## src/cbsa_pkg.sv

```systemverilog
package cbsa_pkg;

  // Converter and accumulator widths.
  localparam int ADC_BITS = 16;
  localparam int ADC_W    = 16;
  localparam int SUM_W    = 19;
  localparam int AVG_W    = 16;
  localparam int POS_W    = 5;
  localparam int STEP_W   = 4;
  localparam int PHASE_W  = 2;
  localparam int WORD_W   = 16;

  // Configuration port.
  localparam int CFG_IDX_W  = 1;
  localparam int CFG_DATA_W = 4;
  localparam logic [CFG_IDX_W-1:0] REG_CHOPPER_STEPS   = 1'd0;
  localparam logic [CFG_IDX_W-1:0] REG_CHOPPER_FORWARD = 1'd1;
  localparam logic [STEP_W-1:0]    STEPS_RESET         = 4'd6;
  localparam logic [STEP_W-1:0]    MAX_STEPS           = 4'd8;

  // Request codes.
  localparam logic [1:0] REQ_TRIGGER     = 2'd0;
  localparam logic [1:0] REQ_RESTART     = 2'd1;
  localparam logic [1:0] REQ_RESTART_LOW = 2'd2;

  // Cycle positions.
  localparam logic [POS_W-1:0] POS_BEAM_LOW  = 5'd1;
  localparam logic [POS_W-1:0] POS_S_FIRST   = 5'd7;
  localparam logic [POS_W-1:0] POS_S_LAST    = 5'd11;
  localparam logic [POS_W-1:0] POS_MOTOR_A   = 5'd12;
  localparam logic [POS_W-1:0] POS_BEAM_HIGH = 5'd13;
  localparam logic [POS_W-1:0] POS_R_FIRST   = 5'd19;
  localparam logic [POS_W-1:0] POS_R_LAST    = 5'd23;
  localparam logic [POS_W-1:0] CYCLE_LEN     = 5'd24;

  // Divide by five: x * ceil(2^22 / 5) >> 22 is exact for every 19-bit x.
  localparam int AVG_DIV      = 5;
  localparam int RECIP_SHIFT  = 22;
  localparam int RECIP_W      = 20;
  localparam logic [RECIP_W-1:0] AVG_RECIP =
    RECIP_W'(((1 << RECIP_SHIFT) + AVG_DIV - 1) / AVG_DIV);

  // Coil bytes of the four motor phases.
  localparam logic [7:0] COIL_B_F8 = 8'hF8;
  localparam logic [7:0] COIL_B_08 = 8'h08;
  localparam logic [7:0] COIL_B_02 = 8'h02;
  localparam logic [7:0] COIL_B_E8 = 8'hE8;
  localparam logic [7:0] COIL_B_B8 = 8'hB8;
  localparam logic [7:0] COIL_B_03 = 8'h03;

  // Queue between the front and the back.
  localparam int Q_DEPTH = 2;
  localparam int Q_PTR_W = $clog2(Q_DEPTH);
  localparam int Q_CNT_W = $clog2(Q_DEPTH + 1);

  // One classified item, as handed from the front to the back.
  typedef struct packed {
    logic               beam;
    logic               sample_upd;
    logic               reference_upd;
    logic               motor;
    logic [STEP_W-1:0]  steps;
    logic [POS_W-1:0]   pos;
    logic [SUM_W-1:0]   avg_sum;
  } job_t;

  function automatic logic [WORD_W-1:0] coil_word(input logic [PHASE_W-1:0] phase);
    logic [WORD_W-1:0] w;
    case (phase)
      2'd0:    w = {COIL_B_F8, COIL_B_08};
      2'd1:    w = {COIL_B_02, COIL_B_E8};
      2'd2:    w = {COIL_B_B8, COIL_B_08};
      2'd3:    w = {COIL_B_03, COIL_B_E8};
      default: w = '0;
    endcase
    return w;
  endfunction

endpackage

```

## src/cbsa_if.sv

```systemverilog
interface cbsa_in_if;
  logic        valid;
  logic        ready;
  logic [1:0]  req_type;
  logic [15:0] adc_word;

  modport source (output valid, output req_type, output adc_word, input ready);
  modport sink   (input valid, input req_type, input adc_word, output ready);
endinterface

interface cbsa_out_if;
  logic        valid;
  logic        ready;
  logic        beam_select;
  logic        drive_valid;
  logic [15:0] drive_word;
  logic [15:0] sample_average;
  logic [15:0] reference_average;
  logic        sample_updated;
  logic        reference_updated;
  logic [4:0]  cycle_position;
  logic        last;

  modport source (output valid, output beam_select, output drive_valid, output drive_word,
                  output sample_average, output reference_average, output sample_updated,
                  output reference_updated, output cycle_position, output last,
                  input ready);
  modport sink   (input valid, input beam_select, input drive_valid, input drive_word,
                  input sample_average, input reference_average, input sample_updated,
                  input reference_updated, input cycle_position, input last,
                  output ready);
endinterface

```

## src/cbsa_front.sv

```systemverilog
module cbsa_front (
  input  logic                            clk,
  input  logic                            rst_n,
  cbsa_in_if.sink                         in_ch,
  input  logic                            cfg_we,
  input  logic [cbsa_pkg::CFG_IDX_W-1:0]  cfg_index,
  input  logic [cbsa_pkg::CFG_DATA_W-1:0] cfg_data,
  input  logic                            q_full,
  output logic                            push,
  output cbsa_pkg::job_t                  job,
  output logic                            chopper_forward
);
  import cbsa_pkg::*;

  logic [POS_W-1:0]  cycle_r, cycle_nxt;
  logic [SUM_W-1:0]  ssum_r, ssum_nxt;
  logic [SUM_W-1:0]  rsum_r, rsum_nxt;
  logic              beam_r, beam_nxt;
  logic [STEP_W-1:0] steps_r;
  logic              fwd_r;
  logic [POS_W-1:0]  pos;
  logic [SUM_W-1:0]  word_ext;
  logic [SUM_W-1:0]  ssum_add, rsum_add;
  logic              accept;

  assign in_ch.ready     = !q_full;
  assign accept          = in_ch.valid && !q_full;
  assign push            = accept;
  assign chopper_forward = fwd_r;

  assign pos      = cycle_r + POS_W'(1);
  assign word_ext = SUM_W'(in_ch.adc_word[ADC_BITS-1:0]);
  assign ssum_add = ssum_r + word_ext;
  assign rsum_add = rsum_r + word_ext;

  always_comb begin
    cycle_nxt         = cycle_r;
    ssum_nxt          = ssum_r;
    rsum_nxt          = rsum_r;
    beam_nxt          = beam_r;
    job.sample_upd    = 1'b0;
    job.reference_upd = 1'b0;
    job.motor         = 1'b0;
    job.steps         = (steps_r > MAX_STEPS) ? MAX_STEPS : steps_r;
    job.avg_sum       = ssum_add;
    case (in_ch.req_type)
      REQ_RESTART: begin
        cycle_nxt = '0;
      end
      REQ_RESTART_LOW: begin
        cycle_nxt = '0;
        beam_nxt  = 1'b0;
      end
      REQ_TRIGGER: begin
        cycle_nxt = pos;
        if (pos == POS_BEAM_LOW) begin
          beam_nxt = 1'b0;
        end else if (pos == POS_BEAM_HIGH) begin
          beam_nxt = 1'b1;
        end else if (pos >= POS_S_FIRST && pos <= POS_S_LAST) begin
          ssum_nxt = ssum_add;
          if (pos == POS_S_LAST) begin
            ssum_nxt       = '0;
            job.sample_upd = 1'b1;
          end
        end else if (pos >= POS_R_FIRST && pos <= POS_R_LAST) begin
          rsum_nxt    = rsum_add;
          job.avg_sum = rsum_add;
          if (pos == POS_R_LAST) begin
            rsum_nxt          = '0;
            job.reference_upd = 1'b1;
          end
        end else if (pos == POS_MOTOR_A || pos >= CYCLE_LEN) begin
          job.motor = 1'b1;
          if (pos >= CYCLE_LEN) begin
            cycle_nxt = '0;
          end
        end
      end
      default: begin
      end
    endcase
    job.beam = beam_nxt;
    job.pos  = cycle_nxt;
  end

  always_ff @(posedge clk) begin
    if (!rst_n) begin
      cycle_r <= '0;
      ssum_r  <= '0;
      rsum_r  <= '0;
      beam_r  <= 1'b0;
      steps_r <= STEPS_RESET;
      fwd_r   <= 1'b1;
    end else begin
      if (accept) begin
        cycle_r <= cycle_nxt;
        ssum_r  <= ssum_nxt;
        rsum_r  <= rsum_nxt;
        beam_r  <= beam_nxt;
      end
      if (cfg_we) begin
        case (cfg_index)
          REG_CHOPPER_STEPS:   steps_r <= STEP_W'(cfg_data);
          REG_CHOPPER_FORWARD: fwd_r   <= cfg_data[0];
          default: begin
          end
        endcase
      end
    end
  end

endmodule

```

## src/cbsa_queue.sv

```systemverilog
module cbsa_queue (
  input  logic           clk,
  input  logic           rst_n,
  input  logic           push,
  input  cbsa_pkg::job_t push_job,
  output logic           full,
  input  logic           pop,
  output logic           head_valid,
  output cbsa_pkg::job_t head_job
);
  import cbsa_pkg::*;

  job_t               mem_r [Q_DEPTH];
  logic [Q_PTR_W-1:0] wr_r, rd_r;
  logic [Q_CNT_W-1:0] cnt_r, cnt_nxt;

  assign full       = (cnt_r == Q_CNT_W'(Q_DEPTH));
  assign head_valid = (cnt_r != '0);
  assign head_job   = mem_r[rd_r];

  always_comb begin
    cnt_nxt = cnt_r;
    if (push && !pop) begin
      cnt_nxt = cnt_r + Q_CNT_W'(1);
    end else if (pop && !push) begin
      cnt_nxt = cnt_r - Q_CNT_W'(1);
    end
  end

  always_ff @(posedge clk) begin
    if (push) begin
      mem_r[wr_r] <= push_job;
    end
  end

  always_ff @(posedge clk) begin
    if (!rst_n) begin
      wr_r  <= '0;
      rd_r  <= '0;
      cnt_r <= '0;
    end else begin
      cnt_r <= cnt_nxt;
      if (push) begin
        wr_r <= (wr_r == Q_PTR_W'(Q_DEPTH - 1)) ? '0 : wr_r + Q_PTR_W'(1);
      end
      if (pop) begin
        rd_r <= (rd_r == Q_PTR_W'(Q_DEPTH - 1)) ? '0 : rd_r + Q_PTR_W'(1);
      end
    end
  end

endmodule

```

## src/cbsa_back.sv

```systemverilog
module cbsa_back (
  input  logic           clk,
  input  logic           rst_n,
  input  logic           head_valid,
  input  cbsa_pkg::job_t head_job,
  input  logic           chopper_forward,
  output logic           pop,
  cbsa_out_if.source     out_ch
);
  import cbsa_pkg::*;

  localparam int PROD_W = SUM_W + RECIP_W;
  localparam int QUOT_W = PROD_W - RECIP_SHIFT;

  logic               out_valid_r;
  logic               beam_r, dv_r, su_r, ru_r, last_r;
  logic [WORD_W-1:0]  dword_r;
  logic [AVG_W-1:0]   savg_r, savg_nxt;
  logic [AVG_W-1:0]   ravg_r, ravg_nxt;
  logic [POS_W-1:0]   pos_r;
  logic [PHASE_W-1:0] phase_r, phase_nxt;
  logic [STEP_W-1:0]  step_r, step_nxt;
  logic [PROD_W-1:0]  prod;
  logic [QUOT_W-1:0]  quot;
  logic [AVG_W-1:0]   avg;
  logic               can_load, fire, drive, is_final;

  assign prod = PROD_W'(head_job.avg_sum) * PROD_W'(AVG_RECIP);
  assign quot = prod[PROD_W-1:RECIP_SHIFT];
  assign avg  = (quot > QUOT_W'({AVG_W{1'b1}})) ? {AVG_W{1'b1}} : quot[AVG_W-1:0];

  assign can_load = !out_valid_r || out_ch.ready;
  assign fire     = can_load && head_valid;
  assign drive    = head_job.motor && (head_job.steps != '0);
  assign is_final = !drive || ((step_r + STEP_W'(1)) == head_job.steps);
  assign pop      = fire && is_final;
  assign step_nxt = is_final ? '0 : step_r + STEP_W'(1);

  assign phase_nxt = chopper_forward ? phase_r + PHASE_W'(1) : phase_r - PHASE_W'(1);
  assign savg_nxt  = head_job.sample_upd ? avg : savg_r;
  assign ravg_nxt  = head_job.reference_upd ? avg : ravg_r;

  always_ff @(posedge clk) begin
    if (fire) begin
      beam_r  <= head_job.beam;
      dv_r    <= drive;
      dword_r <= drive ? coil_word(phase_nxt) : '0;
      su_r    <= head_job.sample_upd;
      ru_r    <= head_job.reference_upd;
      pos_r   <= head_job.pos;
      last_r  <= is_final;
    end
  end

  always_ff @(posedge clk) begin
    if (!rst_n) begin
      out_valid_r <= 1'b0;
      phase_r     <= '0;
      step_r      <= '0;
      savg_r      <= '0;
      ravg_r      <= '0;
    end else begin
      if (can_load) begin
        out_valid_r <= head_valid;
      end
      if (fire) begin
        step_r <= step_nxt;
        savg_r <= savg_nxt;
        ravg_r <= ravg_nxt;
        if (drive) begin
          phase_r <= phase_nxt;
        end
      end
    end
  end

  assign out_ch.valid             = out_valid_r;
  assign out_ch.beam_select       = beam_r;
  assign out_ch.drive_valid       = dv_r;
  assign out_ch.drive_word        = dword_r;
  assign out_ch.sample_average    = savg_r;
  assign out_ch.reference_average = ravg_r;
  assign out_ch.sample_updated    = su_r;
  assign out_ch.reference_updated = ru_r;
  assign out_ch.cycle_position    = pos_r;
  assign out_ch.last              = last_r;

endmodule

```

## src/chopper_beam_sequencer_averager.sv

```systemverilog
// Channel   Dir  Beat contents
// in_ch     in   req_type, adc_word: one trigger or restart command
// out_ch    out  beam_select, drive_valid, drive_word, sample_average,
//                reference_average, sample_updated, reference_updated,
//                cycle_position, last: one result, last set on an item's final one
// cfg_*     in   write enable, register index, write data (no read-back)
//
// Every item that is not a motor position yields one result beat; a motor position
// (12 and 24) yields one beat per drive word, so up to eight, or one plain beat at
// zero steps. The result stage issues one beat per cycle while the output is ready.
// Reset is synchronous and active low; it clears positions, sums, averages,
// beam level, motor phase and the queue, and loads the register defaults.
// Input and output stall independently through the two-entry queue.
module chopper_beam_sequencer_averager (
  input  logic                            clk,
  input  logic                            rst_n,
  cbsa_in_if.sink                         in_ch,
  cbsa_out_if.source                      out_ch,
  input  logic                            cfg_we,
  input  logic [cbsa_pkg::CFG_IDX_W-1:0]  cfg_index,
  input  logic [cbsa_pkg::CFG_DATA_W-1:0] cfg_data
);
  import cbsa_pkg::*;

  // The front classifies each accepted beat, updates the position, the beam
  // level and the running sums at once, and queues a job. The back turns
  // each job into result beats and owns the motor phase and the averages.
  logic push, q_full, pop, head_valid, fwd;
  job_t push_job, head_job;

  cbsa_front u_front (
    .clk             (clk),
    .rst_n           (rst_n),
    .in_ch           (in_ch),
    .cfg_we          (cfg_we),
    .cfg_index       (cfg_index),
    .cfg_data        (cfg_data),
    .q_full          (q_full),
    .push            (push),
    .job             (push_job),
    .chopper_forward (fwd)
  );

  // Short queue that lets the front keep accepting while a motor position
  // is still emitting its drive words.
  cbsa_queue u_queue (
    .clk        (clk),
    .rst_n      (rst_n),
    .push       (push),
    .push_job   (push_job),
    .full       (q_full),
    .pop        (pop),
    .head_valid (head_valid),
    .head_job   (head_job)
  );

  // The back holds the head job until its last beat is loaded into the
  // output register; averages are divided by five there with one multiply.
  cbsa_back u_back (
    .clk             (clk),
    .rst_n           (rst_n),
    .head_valid      (head_valid),
    .head_job        (head_job),
    .chopper_forward (fwd),
    .pop             (pop),
    .out_ch          (out_ch)
  );

endmodule

```

## src/flat_wrapper.sv

```systemverilog
// flat-port wrapper written by rule: the top's interface ports become plain ports
module chopper_beam_sequencer_averager_flat import cbsa_pkg::*;
  (clk, rst_n, cfg_we, cfg_index, cfg_data, in_ch_valid, in_ch_req_type, in_ch_adc_word, in_ch_ready, out_ch_valid, out_ch_beam_select, out_ch_drive_valid, out_ch_drive_word, out_ch_sample_average, out_ch_reference_average, out_ch_sample_updated, out_ch_reference_updated, out_ch_cycle_position, out_ch_last, out_ch_ready);
  cbsa_in_if in_ch_i ();
  cbsa_out_if out_ch_i ();
  input  logic clk;
  input  logic rst_n;
  input  logic cfg_we;
  input  logic [cbsa_pkg::CFG_IDX_W-1:0] cfg_index;
  input  logic [cbsa_pkg::CFG_DATA_W-1:0] cfg_data;
  input wire logic [$bits(in_ch_i.valid)-1:0] in_ch_valid;
  input wire logic [$bits(in_ch_i.req_type)-1:0] in_ch_req_type;
  input wire logic [$bits(in_ch_i.adc_word)-1:0] in_ch_adc_word;
  output wire logic [$bits(in_ch_i.ready)-1:0] in_ch_ready;
  output wire logic [$bits(out_ch_i.valid)-1:0] out_ch_valid;
  output wire logic [$bits(out_ch_i.beam_select)-1:0] out_ch_beam_select;
  output wire logic [$bits(out_ch_i.drive_valid)-1:0] out_ch_drive_valid;
  output wire logic [$bits(out_ch_i.drive_word)-1:0] out_ch_drive_word;
  output wire logic [$bits(out_ch_i.sample_average)-1:0] out_ch_sample_average;
  output wire logic [$bits(out_ch_i.reference_average)-1:0] out_ch_reference_average;
  output wire logic [$bits(out_ch_i.sample_updated)-1:0] out_ch_sample_updated;
  output wire logic [$bits(out_ch_i.reference_updated)-1:0] out_ch_reference_updated;
  output wire logic [$bits(out_ch_i.cycle_position)-1:0] out_ch_cycle_position;
  output wire logic [$bits(out_ch_i.last)-1:0] out_ch_last;
  input wire logic [$bits(out_ch_i.ready)-1:0] out_ch_ready;
  assign in_ch_i.valid = in_ch_valid;
  assign in_ch_i.req_type = in_ch_req_type;
  assign in_ch_i.adc_word = in_ch_adc_word;
  assign in_ch_ready = in_ch_i.ready;
  assign out_ch_valid = out_ch_i.valid;
  assign out_ch_beam_select = out_ch_i.beam_select;
  assign out_ch_drive_valid = out_ch_i.drive_valid;
  assign out_ch_drive_word = out_ch_i.drive_word;
  assign out_ch_sample_average = out_ch_i.sample_average;
  assign out_ch_reference_average = out_ch_i.reference_average;
  assign out_ch_sample_updated = out_ch_i.sample_updated;
  assign out_ch_reference_updated = out_ch_i.reference_updated;
  assign out_ch_cycle_position = out_ch_i.cycle_position;
  assign out_ch_last = out_ch_i.last;
  assign out_ch_i.ready = out_ch_ready;
  chopper_beam_sequencer_averager u_core (.clk(clk), .rst_n(rst_n), .in_ch(in_ch_i), .out_ch(out_ch_i), .cfg_we(cfg_we), .cfg_index(cfg_index), .cfg_data(cfg_data));
endmodule
```

## config.mk

```make
export PLATFORM = sky130hd
export DESIGN_NAME = chopper_beam_sequencer_averager_flat
export DESIGN_NICKNAME = d
export VERILOG_FILES = /design/src/cbsa_pkg.sv /design/src/cbsa_if.sv /design/src/cbsa_front.sv /design/src/cbsa_queue.sv /design/src/cbsa_back.sv /design/src/chopper_beam_sequencer_averager.sv /design/src/flat_wrapper.sv
export SDC_FILE = /design/constraint.sdc
export NUM_CORES = 1
export LEC_CHECK = 0
export BUFFER_PORTS_ARGS = -buffer_cell sky130_fd_sc_hd__buf_2
export CAP_MARGIN = 25
export CORE_MARGIN = 8
export CORE_UTILIZATION = 48
export CTS_BUF_LIST = sky130_fd_sc_hd__clkbuf_4 sky130_fd_sc_hd__clkbuf_8
export DETAILED_ROUTE_END_ITERATION = 16
export PLACE_DENSITY = 0.7
export REMOVE_ABC_BUFFERS = 1
export SLEW_MARGIN = 40
export SYNTH_ARGS = -nofsm -noshare
export SYNTH_HDL_FRONTEND = slang
export SYNTH_SLANG_ARGS = --single-unit
```

## constraint.sdc

```tcl
create_clock -name clk -period 9.95 [get_ports clk]
set_input_delay 0.995 -clock clk [delete_from_list [all_inputs] [get_ports clk]]
set_output_delay 0.995 -clock clk [all_outputs]
set_load 0.005 [all_outputs]
```

==> flow_metrics.tcl, run 1 <==
set metrics [dict create \
    synth_top_area_share_pct 17.2 \
    area_delta_synth_final_pct 8.59 \
    synth_xor_area_share_pct 4.50 \
    cts_sinks 172 \
    die_w_um 186 \
    setup_ws_ns 2.39 \
    fin_area_um2 15000 \
    num-nets-final 1786 \
    synth_compound_area_share_pct 11.8 \
    min_period_over_period_pct 76.0 \
    clkLatencyLatePin_ns 0.49 \
    post-dp-hpwl_um 24600 \
    port_buffers 82 \
    synth_simple_gate_area_share_pct 11.4 \
    tritoncts "yes" \
    dieArea_um2 34400 \
    die_y_um 186 \
    wirelength_um 30400 \
    dpl_cell_area_um2 14500 \
    cts_max_path_buffers 2 \
    synthTopCellsByCount "217 x inv_1, 180 x ha_1, 111 x nor2_1" \
    synth-edff-count 79 \
    root_buffer "clkbuf_8" \
    ys_types 64 \
    worstHoldStart "u_core.u_front.ssum_r[0]" \
    synth-async-reset-ratio_pct 0 \
    pre_cts_ws_ns 2.43 \
    cts-buffers-inserted 17 \
    antenna_found_initial 0 \
    initial_core_util_pct 48.4 \
    grt_overflow_total 0 \
    drt_iter0_markers 628 \
    synth_top_cell_by_area "edfxtp_1" \
    synth_top_family_by_area "adder cells" \
    boundaryPins 88 \
    clk_pin_slew_worst_paths_ns 0.12 \
    remaining_drc_errors 0 \
    track_usage_pct 18.1 \
    status "completed" \
    ys_warn_count 0 \
    rsz0062_at_grt "no" \
    core_area_um2 28500 \
    syn_area_per_cell_um2 9.76 \
    yosysMostFrequentCell "inv_1" \
    crit_fanout 22 \
    worstMarginPinSlew_ns 0.770 \
    relSlewSlack_pct 48.6 \
    hold_class "register to register" \
    grt_start_max_net_pins 72 \
    viasPerCell 5.32 \
    drv_cap 0 \
    cp_data_required_time_ns 10.35 \
    postCtsSetupBuffers 0 \
    post_cts_resize_count 0 \
    cts.htree.levels 4 \
    layout-drive-gt1-share_pct 11.9 \
    synthCells 1413 \
    fin_skew_ns 0.0190 \
    drt_first_pass_iters 5 \
    drv_slew 0 \
    grt_first_pass_wirelength_um 49900 \
    synthFlopType "dfxtp_1" \
    antenna_left 0 \
    wl_per_cell_um 16.2 \
    place_congestion 0.907 \
    synthMuxAreaShare_pct 3.03 \
    crit_path_end_kind "register" \
    netlist_top_cells_area "edfxtp_1 17%, ha_1 16%, fa_1 15%" \
    via_count 9974 \
    worstSetupPathType "register to register" \
    crit_arrival_ns 7.96 \
    hold_buffers 0 \
    grt_pass1_vias 10147 \
    fmax_mhz 132 \
    diodes 0 \
    ys_ff_latch 172 \
    hold_viol_final 0 \
    fin_crit_ns 7.56 \
    ys_seq_area_share_pct 30.7 \
    syn_area_um2 13800 \
    setup_viol 0 \
    critPathLaunchType "register" \
    fin_tns_setup_ns 0 \
    fp-row-count 62 \
    synth_adder_area_share_pct 30.8 \
]
stage by stage:
step	instances	hold WS [ns]	util (%)
floorplan	1368	0.432	-
global placement	1843	0.443	51.0
detailed placement	1843	0.452	51.0
CTS	1875	0.470	52.6
global route	1875	0.487	52.6
finish	1875	0.469	52.6
worst max-delay path, cell delays in order (launching register included):
cell and delay [ns]:
dfxtp_2 0.70, buf_4 0.33, mux2i_1 0.33, inv_1 0.15, ha_1 0.34, ha_1 0.36
fa_1 0.51, inv_1 0.05, fa_1 0.49, inv_1 0.07, fa_1 0.52, inv_1 0.05
fa_1 0.53, inv_1 0.04, ha_1 0.32, nand4_1 0.14, nor2_1 0.24, a211oi_1 0.10
a21oi_2 0.26, a41oi_2 0.24, o41ai_2 0.44, xor2_2 0.65, inv_1 0.29, a311oi_1 0.30
final timing paths:
| kind | end | slack, ns | cells after the start |
|---|---|---|---|
| min | u_core.u_front.ssum_r[0] | 0.47 | 2 |
| min reg2reg | u_core.u_front.ssum_r[0] | 0.47 | 2 |
| max reg2reg | u_core.u_back.out_ch.sample_average[2] | 2.39 | 23 |
| max | u_core.u_back.out_ch.sample_average[2] | 2.39 | 23 |
per-layer routing:
metal	wire length, um	part of all wire, %	GRT usage [%]	up-vias
li1	-	-	-	4909
met1	13500	44	22.7	4804
met2	15000	49	31.3	213
met3	1160	3.8	3.14	48
met4	771	2.5	6.08	0
met5	0	0	0	-
placed cells by master (no fill, tap or decap), drive strengths merged, types with 4 or more instances in the layout:
master and n:
inv 227, ha 180, nor2 116, fa 100, dfxtp 93, buf 91, nand2 90, edfxtp 79
a21oi 72, o21ai 47, xnor2 38, nand3 37, xor2 32, a21o 25, nor3 22, mux2 22
a211oi 19, mux2i 17, clkbuf 17, a22oi 16, nand4 12, o21bai 11, nor2b 10, a31oi 10
and3 8, or3 8, o211ai 8, and2 8, o21a 7, clkinv 7, nand2b 6, or2 5
or4 5, conb 5, o31ai 4, a311oi 4, o221a 4, a41oi 4
registers in the layout, indices dropped and copies added (netlist names), 4 cells and up, named ones only:
register and flops:
u_core.u_back.out_ch.drive_word 5, u_core.u_front.steps_r 4, u_core.u_queue.mem_r 64, u_core.u_front.rsum_r 19
u_core.u_front.cycle_r 5, u_core.u_back.out_ch.sample_average 16, u_core.u_front.ssum_r 19, u_core.u_back.step_r 4
u_core.u_back.out_ch.cycle_position 5, u_core.u_back.out_ch.reference_average 16
cell type report:
class	count	area (um^2)
fillers	2591	13500
multi-input cells	977	8520
flip-flops and latches	172	4240
inverters	219	822
repair buffers	91	482
well taps	384	480
clock buffers	17	234
clock inverters	15	208
logic make-up after synthesis:
kind of cell,Yosys count
muxes,39
and+or+nand+nor,337
other,1
AOI/OAI and AO/OA,246
DFF,172
buffers and inverters,268
adders and majority gates,280
xor gates and xnor gates,70
Power of run 1 is not shown: default switching activity piles up to over one toggle a cycle in this logic, so the estimate is an artifact.
==> run 2: changes to the inputs <==
PLACE_DENSITY = 0.73   (was 0.7)
clock period = 6.59 ns   (was 9.95 ns; I/O delays follow)
==> run 2 against run 1 <==
Against the previous run: sequential share of layout area shrank 0.31 points; hold slack lost 0.081 ns; die area is the same; clock skew grew 0.0018 ns; critical path depth is the same; fmax grew 20%; setup slack lost 2.1 ns; non-clock buffer count grew 14; global-route usage is essentially flat.
==> flow_metrics.tcl, run 2 (synthesis results as in run 1) <==
set metrics [dict create \
    cp_slowest_cell "fa_1" \
    cts.htree.levels 4 \
    critical_path.top_delay_family "adder cells" \
    diodes 0 \
    clk_pin_slew_worst_paths_ns 0.10 \
    tritoncts "yes" \
    holdWs_ns 0.388 \
    core_area_um2 28500 \
    slowest_delay_ns 0.55 \
    boundaryPins 88 \
    fp-row-count 62 \
    rsz0062_at_grt "no" \
    worstMarginPinSlew_ns 0.722 \
    worstSetupPathType "register to register" \
    relSlewSlack_pct 51.9 \
    cts-buffers-inserted 17 \
    wirelength_um 30900 \
    crit_path_end_kind "register" \
    grt_start_max_net_pins 55 \
    largest_reg_flops 64 \
    grt_overflow_total 0 \
    clkLatencyLatePin_ns 0.49 \
    drt_first_pass_iters 6 \
    remaining_drc_errors 0 \
    min_period_over_period_pct 95.9 \
    initial_core_util_pct 48.4 \
    drv_cap 0 \
    drv_slew 0 \
    critPathLaunchType "register" \
    grt_pass1_vias 10237 \
    num-nets-final 1800 \
    post-dp-hpwl_um 24600 \
    top_regs "u_core.u_queue.mem_r (64), u_core.u_front.rsum_r (19), u_core.u_front.ssum_r (19)" \
    layout_common_cells "216 x inv_1, 176 x ha_1, 108 x nor2_1" \
    port_buffers 82 \
    nFillCells 2526 \
    cts_sinks 172 \
    cts_max_path_buffers 2 \
    critPathBufInv 7 \
    cp_data_required_time_ns 6.95 \
    setup_viol 0 \
    hold_viol_final 0 \
    final_common_cell "inv_1" \
    grt_first_pass_wirelength_um 50000 \
    fin_skew_ns 0.0208 \
    area_delta_synth_final_pct 9.85 \
    dieArea_um2 34400 \
    status "completed" \
    via_count 10131 \
    hold_class "input pin to register" \
    track_usage_pct 18.1 \
    antenna_left 0 \
    fin_crit_ns 6.32 \
    largest_register "u_core.u_queue.mem_r" \
    crit_arrival_ns 6.68 \
    viasPerCell 5.36 \
    crit_fanout 11 \
    die_y_um 186 \
    hold_buffers 0 \
    antenna_found_initial 0 \
    die_w_um 186 \
    fmax_mhz 158 \
    place_congestion 0.919 \
    layout-drive-gt1-share_pct 14.2 \
    drt_iter0_markers 618 \
    path_cells "buf_12 -> mux2_2 -> ha_1 -> inv_1 -> fa_1 -> fa_1 -> inv_1 -> fa_1 -> inv_1 -> fa_1 -> inv_1 -> fa_1 -> inv_1 -> ha_1 -> and2_1 -> and3_1 -> and4_1 -> a211oi_2 -> buf_4 -> o31ai_2 -> a221oi_2 -> xnor2_1 -> o31a_1" \
    root_buffer "clkbuf_8" \
    wl_per_cell_um 16.3 \
]
==> run 2: changes by cell type in the layout (fill, tap and decap cells not counted), sizes merged <==
cell,change
clkbuf,+1
clkinv,-2
clkinvlp,+2
buf,+13
==> run 2: worst paths after layout <==
| path | slack, ns | start | endpoint | cells after the start |
|---|---|---|---|---|
| worst min-delay path | 0.39 | cfg_data[1] | u_core.u_front.steps_r[1] | 3 |
| worst min register to register | 0.47 | u_core.u_front.ssum_r[0] | u_core.u_front.ssum_r[0] | 2 |
| worst max register to register | 0.27 | register | u_core.u_back.out_ch.reference_average[15] | 23 |
| worst max-delay path | 0.27 | register | u_core.u_back.out_ch.reference_average[15] | 23 |
==> run 2: routing by layer <==
layer / wire length [um] / track usage, %
met5: 0 / 0
met4: 706 / 6.11
met3: 1390 / 3.51
met2: 15300 / 31.2
met1: 13500 / 22.5
==> run 2: metrics by stage <==
step / instances / util, % / TNS, ns / area, um^2 / worst slack, ns
CTS: 1886 / 52.8 / 0 / 15000 / 0.0104
finish: 1889 / 53.2 / 0 / 15200 / 0.268
detailed placement: 1854 / 51.4 / -0.0641 / 14600 / -0.0198
global route: 1889 / 53.2 / 0 / 15200 / 0.00443
floorplan: 1368 / - / -5.03 / 13600 / -0.313
global placement: 1854 / 51.4 / 0 / 14600 / 0.119
==> run 2: final cells by class <==
class,count,area (um^2),share of cell area (%)
clock inverters,15,164,1.08
clock buffers,17,234,1.54
repair buffers,105,613,4.05
flip-flops and latches,172,4240,28.0
inverters,219,822,5.43
multi-input cells,977,8600,56.8
well taps,384,480,3.17
==> run 2: worst reg2reg max path, delay by kind of cell, from the launching register on <==
kind	cells	cell delay, ns
simple gates	3	0.67
fa+ha+maj	7	3.18
buf+inv	7	0.62
compound gates	4	0.86
flops	1	0.38
xor+xnor	1	0.12
mux	1	0.38
==> run 2: what timing repair did <==
| item | in CTS | in global routing |
|---|---|---|
| endpoints found under the setup margin | 1 | 32 |
| gates cloned | 0 | 1 |
| setup buffers | 0 | 2 |
| hold endpoints to repair | 0 | 0 |
| pin swaps | 1 | 7 |
| gates resized for setup | 0 | 24 |
Power of run 2 is left out for the same reason.
==> run 3: changes to the inputs <==
CELL_PAD_IN_SITES_DETAIL_PLACEMENT = 0   (was not set)
CELL_PAD_IN_SITES_GLOBAL_PLACEMENT = 2   (was not set)
CORE_UTILIZATION = 37   (was 48)
PLACE_DENSITY = 0.84   (was 0.73)
==> run 3 against run 2 <==
Against the previous run: fmax decreased by 1.7%; critical path type unchanged; first-iteration DRC count decreased by 34%; cell count increased by 4.7%; die area increased by 27%; design area increased by 1.9%.
==> flow_metrics.tcl, run 3 (synthesis results as in run 1) <==
set metrics [dict create \
    rrSetupSlack_ns 0.16 \
    wirelength_um 33100 \
    viasPerCell 5.00 \
    final_common_cell "inv_1" \
    setup_viol 0 \
    remaining_drc_errors 0 \
    fmax_mhz 155 \
    worstMarginPinSlew_ns 0.768 \
    nFillCells 3553 \
    holdWs_ns 0.398 \
    track_usage_pct 14.9 \
    crit_arrival_ns 6.82 \
    crit_fanout 12 \
    worstHoldStart "cfg_data[2]" \
    antenna_found_initial 0 \
    layout_common_cells "215 x inv_1, 171 x ha_1, 106 x nor2_1" \
    tritoncts "yes" \
    fin_area_um2 15400 \
    regArea_um2 4240 \
    grt_start_max_net_pins 56 \
    core_area_um2 36700 \
    stdcell_count 1977 \
    setup_ws_ns 0.158 \
    cts-buffers-inserted 17 \
    hold_viol_final 0 \
    grt_pass1_vias 10033 \
    critPathLaunchType "register" \
    cp_data_required_time_ns 6.97 \
    area_delta_synth_final_pct 11.9 \
    place_congestion 0.872 \
    clk_pin_slew_worst_paths_ns 0.10 \
    wl_per_cell_um 16.7 \
    min_period_over_period_pct 97.6 \
    diodes 0 \
    cts.htree.levels 4 \
    worstSetupPathType "register to register" \
    dpl_cell_area_um2 14800 \
    r2r-end "u_core.u_back.out_ch.sample_average[2]" \
    rsz0062_at_grt "yes" \
    dieArea_um2 43700 \
    hold_class "input pin to register" \
    initial_core_util_pct 37.6 \
    multiInputGateArea_um2 8730 \
    hold_buffers 0 \
    top_regs "u_core.u_queue.mem_r (64), u_core.u_front.rsum_r (19), u_core.u_front.ssum_r (19)" \
    grt_first_pass_wirelength_um 52700 \
    relSlewSlack_pct 48.8 \
    die_y_um 209 \
    port_buffers 82 \
    drv_cap 0 \
    drt_first_pass_iters 5 \
    fin_crit_ns 6.43 \
    dp.cells 1942 \
    fin_skew_ns 0.0216 \
    holdPathStages 3 \
    post-dp-hpwl_um 26400 \
    grt_overflow_total 0 \
    root_buffer "clkbuf_8" \
    fp-row-count 70 \
    worstHoldEndpoint "u_core.u_front.steps_r[2]" \
    antenna_left 0 \
    crit_path_end_kind "register" \
    pre_cts_ws_ns -0.0706 \
    via_count 9885 \
    num-nets-final 1804 \
    die_w_um 209 \
    r2r_cells 20 \
    status "completed" \
    layout-drive-gt1-share_pct 15.0 \
    cts_sinks 172 \
    largest_reg_flops 64 \
    drv_slew 0 \
    cts_max_path_buffers 2 \
    largest_register "u_core.u_queue.mem_r" \
    drt_iter0_markers 409 \
    boundaryPins 88 \
    clkLatencyLatePin_ns 0.48 \
]
## run 3: cell count changes in the layout (fill, tap and decap cells not counted), moves of 2 or more
cell	before	now
a311oi_1	4	2
a311oi_2	0	2
buf_4	21	24
clkinv_2	0	2
ha_1	176	171
ha_4	1	5
mux2i_2	3	1
mux2i_4	0	2
nor2_1	108	106
o31ai_2	2	0
o31ai_4	0	2
## run 3: repair_timing
action,in CTS,in global routing
endpoints found under the setup margin,8,32
gates cloned,0,1
pin swaps,2,7
buffers inserted,1,1
gates resized for setup,1,42
## run 3: worst max path at each step
stage,endpoint,start,depth (start not counted),slack (ns)
2_1_floorplan,u_core.u_back.out_ch.sample_average[2],register,22,-0.31
6_report,u_core.u_back.out_ch.sample_average[2],register,20,0.16
5_1_grt,u_core.u_back.out_ch.sample_average[2],register,22,-0.1
3_5_place_dp,u_core.u_back.out_ch.sample_average[2],register,24,-0.07
4_1_cts,u_core.u_back.out_ch.sample_average[2],register,24,0.03
3_3_place_gp,u_core.u_back.out_ch.sample_average[9],register,24,-0.04
## run 3: final cells by class
class                      instances  area share [%]
sequential                       172            27.5
clock buffer                      17            1.52
tap                              468            3.79
clock inverter                    15            1.09
timing repair buffer             109            4.19
inverter                         219            5.36
multi-input combinational        977            56.6
## run 3: metal layers
metal  share of wire (%)  up-vias  global-route usage [%]
met4                 1.9        0                    4.23
met3                 2.5       30                    2.04
li1                    -     4961                       -
met5                   0        -                       0
met2                  49      127                    25.7
met1                  47     4767                    19.3
## run 3: worst max-delay path: stages (launching register included)
cell	delay, ns
dfxtp_4	0.39
clkbuf_16	0.17
mux2_2	0.38
ha_1	0.34
fa_1	0.47
inv_1	0.16
fa_2	0.48
fa_1	0.57
fa_1	0.56
inv_1	0.06
fa_1	0.52
inv_1	0.05
ha_1	0.38
a21oi_1	0.10
o21ai_0	0.42
a41oi_4	0.10
o41ai_4	0.40
xor2_2	0.20
buf_6	0.16
clkinvlp_4	0.16
a311oi_2	0.27
## run 3: through the flow
stage          util (%)  TNS (ns)
2_1_floorplan         -     -5.03
3_3_place_gp       40.2    -0.182
3_5_place_dp       40.2    -0.328
4_1_cts            41.4         0
5_1_grt            42.1    -0.343
6_report           42.1         0
Power of run 3 is left out for the same reason.
